File: config.mk
export PLATFORM = sky130hd
export DESIGN_NAME = flt_ctrl
export DESIGN_NICKNAME = d
export VERILOG_FILES = /design/src/sv/flt_pkg.sv /design/src/sv/flt_ctrl.sv
export SDC_FILE = /design/constraint.sdc
export NUM_CORES = 1
export LEC_CHECK = 0
export BUFFER_PORTS_ARGS = -buffer_cell sky130_fd_sc_hd__buf_2
export CAP_MARGIN = 25
export CORE_AREA = 8 8 45 47
export CTS_BUF_LIST = sky130_fd_sc_hd__clkbuf_16
export DETAILED_ROUTE_END_ITERATION = 7
export DIE_AREA = 0 0 53 55
export MAX_ROUTING_LAYER = met4
export PLACE_DENSITY = 0.33
export SLEW_MARGIN = 20
export SYNTH_ARGS = -nofsm -noshare
export SYNTH_HDL_FRONTEND = slang
export SYNTH_SLANG_ARGS = --single-unit
File: constraint.sdc
create_clock -name clock -period 0.8 [get_ports clock]
set_input_delay 0.08 -clock clock [delete_from_list [all_inputs] [get_ports clock]]
set_output_delay 0.08 -clock clock [all_outputs]
set_load 0.01 [all_outputs]
File: src/sv/flt_pkg.sv
// ----------------------------------------------------------------------------
// flt_pkg
// Shared types and constants for the failure lockout table.
// ----------------------------------------------------------------------------
package flt_pkg;

   localparam int ENTRIES  = 64;
   localparam int IDX_W    = $clog2(ENTRIES);
   localparam int KIND_W   = 3;
   localparam int KEY_W    = 50;
   localparam int TIME_W   = 32;
   localparam int COUNT_W  = 16;
   localparam int LIMIT_W  = 16;
   localparam int STATE_W  = 2;
   localparam int CSR_IDX_W  = 2;
   localparam int CSR_DATA_W = 32;

   localparam logic [TIME_W-1:0]  RETRY_TIMEOUT_RESET = TIME_W'(3600);
   localparam logic [COUNT_W-1:0] COUNT_MAX = '1;

   // operation codes
   localparam logic [KIND_W-1:0] KIND_INSERT = 3'd0;
   localparam logic [KIND_W-1:0] KIND_DELETE = 3'd1;
   localparam logic [KIND_W-1:0] KIND_BLOCK  = 3'd2;
   localparam logic [KIND_W-1:0] KIND_CLEAR  = 3'd3;
   localparam logic [KIND_W-1:0] KIND_REPORT = 3'd4;
   localparam logic [KIND_W-1:0] KIND_CHECK  = 3'd5;

   // check answers
   localparam logic [STATE_W-1:0] LOCK_UNLOCKED = 2'd0;
   localparam logic [STATE_W-1:0] LOCK_LOCKED   = 2'd1;
   localparam logic [STATE_W-1:0] LOCK_ONCE     = 2'd2;

   // register indexes
   localparam logic [CSR_IDX_W-1:0] CSR_AUTO_REG  = 2'd0;
   localparam logic [CSR_IDX_W-1:0] CSR_FAIL_LIM  = 2'd1;
   localparam logic [CSR_IDX_W-1:0] CSR_RETRY_TMO = 2'd2;

   typedef struct packed {
      logic                manual_lock;
      logic                auto_lock;
      logic [COUNT_W-1:0]  fail_count;
      logic [TIME_W-1:0]   lock_time;
   } entry_type;

   typedef struct packed {
      logic load_req;   // capture request word
      logic lookup;     // key match, slot select, entry read
      logic commit;     // update table, load result register
   } cmd_type;

endpackage

File: src/sv/flt_ctrl.sv
// ----------------------------------------------------------------------------
// flt_ctrl
// Sequencer: idle, lookup, execute; owns both handshakes.
// ----------------------------------------------------------------------------
module flt_ctrl (
   input  logic             clock,
   input  logic             reset,
   input  logic             req_valid,
   output logic             req_ready,
   output logic             rsp_valid,
   input  logic             rsp_ready,
   output flt_pkg::cmd_type cmd
);

   localparam logic [1:0] ST_IDLE   = 2'd0;
   localparam logic [1:0] ST_LOOKUP = 2'd1;
   localparam logic [1:0] ST_EXEC   = 2'd2;

   logic [1:0] state_ff, state_in;
   logic       rsp_valid_ff, rsp_valid_in;
   logic       out_free;

   assign out_free  = !rsp_valid_ff || rsp_ready;
   assign req_ready = (state_ff == ST_IDLE);
   assign rsp_valid = rsp_valid_ff;

   always_comb begin
      state_in     = state_ff;
      rsp_valid_in = rsp_valid_ff && !rsp_ready;
      cmd          = '0;
      unique case (state_ff)
         ST_IDLE: begin
            if (req_valid) begin
               cmd.load_req = 1'b1;
               state_in     = ST_LOOKUP;
            end
         end
         ST_LOOKUP: begin
            cmd.lookup = 1'b1;
            state_in   = ST_EXEC;
         end
         ST_EXEC: begin
            if (out_free) begin
               cmd.commit   = 1'b1;
               rsp_valid_in = 1'b1;
               state_in     = ST_IDLE;
            end
         end
         default: begin
            state_in = ST_IDLE;
         end
      endcase
   end

   always_ff @(posedge clock) begin
      if (reset) begin
         state_ff     <= ST_IDLE;
         rsp_valid_ff <= 1'b0;
      end else begin
         state_ff     <= state_in;
         rsp_valid_ff <= rsp_valid_in;
      end
   end

endmodule

-- Word-level counts from Yosys, hierarchy flattened
Index checks and enable logic that the tools add are counted.
- equality and inequality tests: 4
- muxes and demuxes: 10
- reductions and logical operators: 6
- operators with widths (cell ; number):
    $mux 1 ; 7
    $pmux 2 s3 ; 1
    $mux 2 ; 2
    $ne 2x2->1 const B ; 2
    $eq 2x1->1 const B ; 1
    $eq 2x2->1 const B ; 1
    $logic_not 1->1 ; 2
    $logic_not 2->1 ; 1
    $reduce_and 2->1 ; 1
    $logic_and 1x1->1 ; 1
    $logic_or 1x1->1 ; 1
- register bits: 3
- input bits: 4
- output and inout bits: 5
- logic and storage cells: 22

-- Logic depth before layout (Yosys ltp)
- word-level depth: 4
- depth in mapped cells: 2
- mapped depth without buffers: 2

-- Worst setup path before layout
No wires, ideal clock.
- kind: reg-to-reg
- start: register state_ff[1]
- end: register state_ff[1]
- library setup time: 0.115 ns
- data arrival time: 0.736 ns
- required time: 0.685 ns
- slack: -0.050 ns
- cell stages (with the launch flop): 3
- path buffers: 0
- clock period less this slack: 0.850 ns
- cell sequence: dfxtp_1 > and2b_4 > o21ba_1
- word-level cells in the longest chain between the ends: 3
- RTL lines (item ; RTL line ; text):
    start, declared ; flt_ctrl.sv:19 ; logic [1:0] state_ff, state_in;
    start signal, assigned ; flt_ctrl.sv:60 ; state_ff <= state_in;
    $eq 2x2->1 / $logic_not 2->1 (equally long branches) ; flt_ctrl.sv:31 ; unique case (state_ff)
    $ne 2x2->1 (no line) ; -- ;
    $reduce_and 2->1 (no line) ; -- ;
Parallel ways exist; a longest one is shown, timed or not.
A chain may end at the register's enable or synchronous reset.

==> flow_metrics.py <==
metrics = {
    "timing": {
        "worst_pin_slew_ns": 0.1297,
        "finalClockSkew_ns": 0.00004163,
        "rsz0062_at_grt": "yes",
        "max_freq_ghz": 0.9964,
        "period_minus_slack_ns": 1.004,
        "fin_crit_sh_pct": 125.5,
        "setup_ws_ns": -0.2037,
        "tns_ns": -0.6857,
        "slew_viol_final": 0,
        "setup_viol": 5,
        "hold_viol": 0,
        "slew_headroom_pct": 91.32,
    },
    "final_layout": {
        "fin_area_um2": 297.8,
        "layout_commonest_cell": "buf_2",
        "diodes": 0,
        "layout.nets": 30,
        "drive_gt1_share_pct": 68.00,
        "synthToLayoutAreaGrowth_pct": 114.4,
        "final_cell_mix": "buf_2 (7), clkbuf_16 (3), nor2b_1 (2), dfxtp_2 (2)",
    },
    "grt": {
        "overflow": 0,
        "grt_util_all_layers_pct": 3.431,
        "grt_pass1_vias": 161,
        "grt_max_degree": 6,
        "grt_pass1_wl_um": 662,
        "grt_antenna_before_repair": 0,
    },
    "detailed_routing": {
        "drt_iter0_drc": 0,
        "drt-pass1-iter-count": 1,
        "wl_um": 400,
        "drc": 0,
        "vias": 134,
        "wl_per_cell_um": 9.756,
        "viasPerCell": 3.268,
        "ant_nets": 0,
    },
    "synthesis": {
        "synth_compound_area_share_pct": 10.81,
        "yosys-mux-area-fraction_pct": 0,
        "syn_inst": 13,
        "synth_area_leader_cell": "dfxtp_1",
        "synth_adder_area_share_pct": 0,
        "ys_warn_count": 0,
        "yosys.area_share.simple_pct": 45.95,
        "synth-xor-area-share_pct": 0,
        "synth_area_per_cell_um2": 10.68,
        "synth_area_um2": 138.9,
        "yosysTopAreaCellShare_pct": 43.24,
        "yosys-top-cells-area": "dfxtp_1 (43%), and4bb_1 (9.0%), nand2b_1 (9.0%)",
        "synth_top_family_by_area": "simple AND/OR/NAND/NOR gates",
        "synth_seq_cells": 3,
        "synthDistinctLibCells": 9,
        "syn_nets": 17,
        "seq_area_frac_synth_pct": 43.24,
    },
    "worst_setup_path": {
        "cp-end-kind": "primary output",
        "crit_slowest_cell": "dfxtp_4",
        "cpPeakStageDelay_ns": 0.35,
        "start_kind": "flip-flop",
        "worstPathArrival_ns": 0.92,
        "r2r_setup_slack_ns": -0.03,
        "path_cells": "and2b_4 > buf_6",
        "crit_fanout": 5,
        "critical_path_class": "flip-flop to primary output",
        "critical_path_required_ns": 0.72,
    },
    "clock_tree": {
        "worstSkewPairLatency_ns": 0.22,
        "cts_max_path_buffers": 2,
        "h-tree-depth": 1,
        "holdBufCountCts": 0,
        "cts_buffers": 3,
        "root_buffer": "clkbuf_16",
        "cts_tree": "done",
        "clock_sinks": 3,
        "path_clk_slew_ns": 0.03,
    },
    "hold_path": {
        "min_path_type": "primary input to flip-flop",
    },
    "place": {
        "gp_routability_congestion": 0.5680,
        "dp_hpwl_um": 309.7,
        "place_area_um2": 201.4,
        "io_buffers": 8,
    },
    "die": {
        "initial_utilization_pct": 10.04,
        "design.core.area_um2": 1384,
        "ios": 9,
        "die_w_um": 53,
        "num_rows": 14,
        "fp.dieH_um": 55,
        "die_area_um2": 2915,
    },
    "power": {
        "seq_power_share_pct": 16.6,
        "leakagePower_nw": 0.1445,
        "p_switching_uw": 156.7,
        "power_frac_clock_pct": 76.9,
        "ir_drop_mv": 2.462,
        "internal_power_uw": 839.2,
        "power.density_nw_per_um2": 3344,
        "swShare_pct": 15.74,
        "combPwrFrac_pct": 6.4,
    },
    "run_status": {
        "violations": "negative setup slack",
        "status": "finished with violations",
    },
    "flow_run": {
        "drv_cap": 0,
    },
}
[cells by family after synthesis]
logic type      Yosys count
flops                     3
compound gates            2
simple gates              8
[state kept, by name (all words and copies together) (netlist names)]
name       count
rsp_valid      1
state_ff       2
[path summary, 6_finish.rpt]
path               start     endpoint  cells past startpoint
max          state_ff[1]       cmd[1]                      2
min                reset  state_ff[0]                      2
min reg2reg    rsp_valid    rsp_valid                      2
max reg2reg  state_ff[1]  state_ff[1]                      2
[what timing repair did]
item,4_1_cts,5_1_grt
endpoints found under the setup margin,5,6
resized for setup,3,1
setup buffers,0,0
pin swaps,2,0
[power groups by stage]
| stage | Sequential (mW) | Combinational (mW) | Clock [mW] |
|---|---|---|---|
| global placement | 0.168 | 0.0586 | 0 |
| finish | 0.166 | 0.0639 | 0.766 |
| global route | 0.167 | 0.0708 | 0.808 |
| floorplan | 0.168 | 0.0313 | 0 |
| CTS | 0.166 | 0.0656 | 0.785 |
| detailed placement | 0.168 | 0.0578 | 0 |
[cell usage after synthesis, drive strengths merged]
master and n:
o21ba 1, and2b 1, and4bb 1, nor2 1
dfxtp 3, a21oi 1, nor3b 1, nand2b 2
nor2b 2
[routing by layer]
metal	up-vias	GRT usage, %	wire length [µm]
li1	68	-	-
met1	57	3.788	224
met2	9	3.125	113
met3	0	4.545	62
met4	0	1.293	0
met5	-	-	0
[worst max-delay path: cells and delay by family, from the launching register on]
family	cells	cell delay, ns
flops	1	0.35
simple gates	1	0.26
buf+inv	1	0.10
[metrics by stage]
stage               hold slack, ns  power, mW  std cells  setup WS, ns  util [%]
floorplan                   0.1442     0.1991         13     0.0007694         -
global placement            0.2742     0.2263         37      -0.01504     14.56
detailed placement          0.2757     0.2262         37      -0.02264     14.56
CTS                        0.04598      1.016         41       -0.2126     21.43
global route               0.05762      1.046         41       -0.2526     21.52
finish                     0.04221     0.9959         41       -0.2037     21.52
[cell type report]
cell class	count	area (µm²)
fillers	154	1086
multi-input cells	10	86.33
clock buffers	3	75.07
flip-flops and latches	3	66.31
repair buffers	8	46.29
well taps	16	20.02
clock inverters	1	3.754
Note: power is estimated with default switching activity, not from simulation.
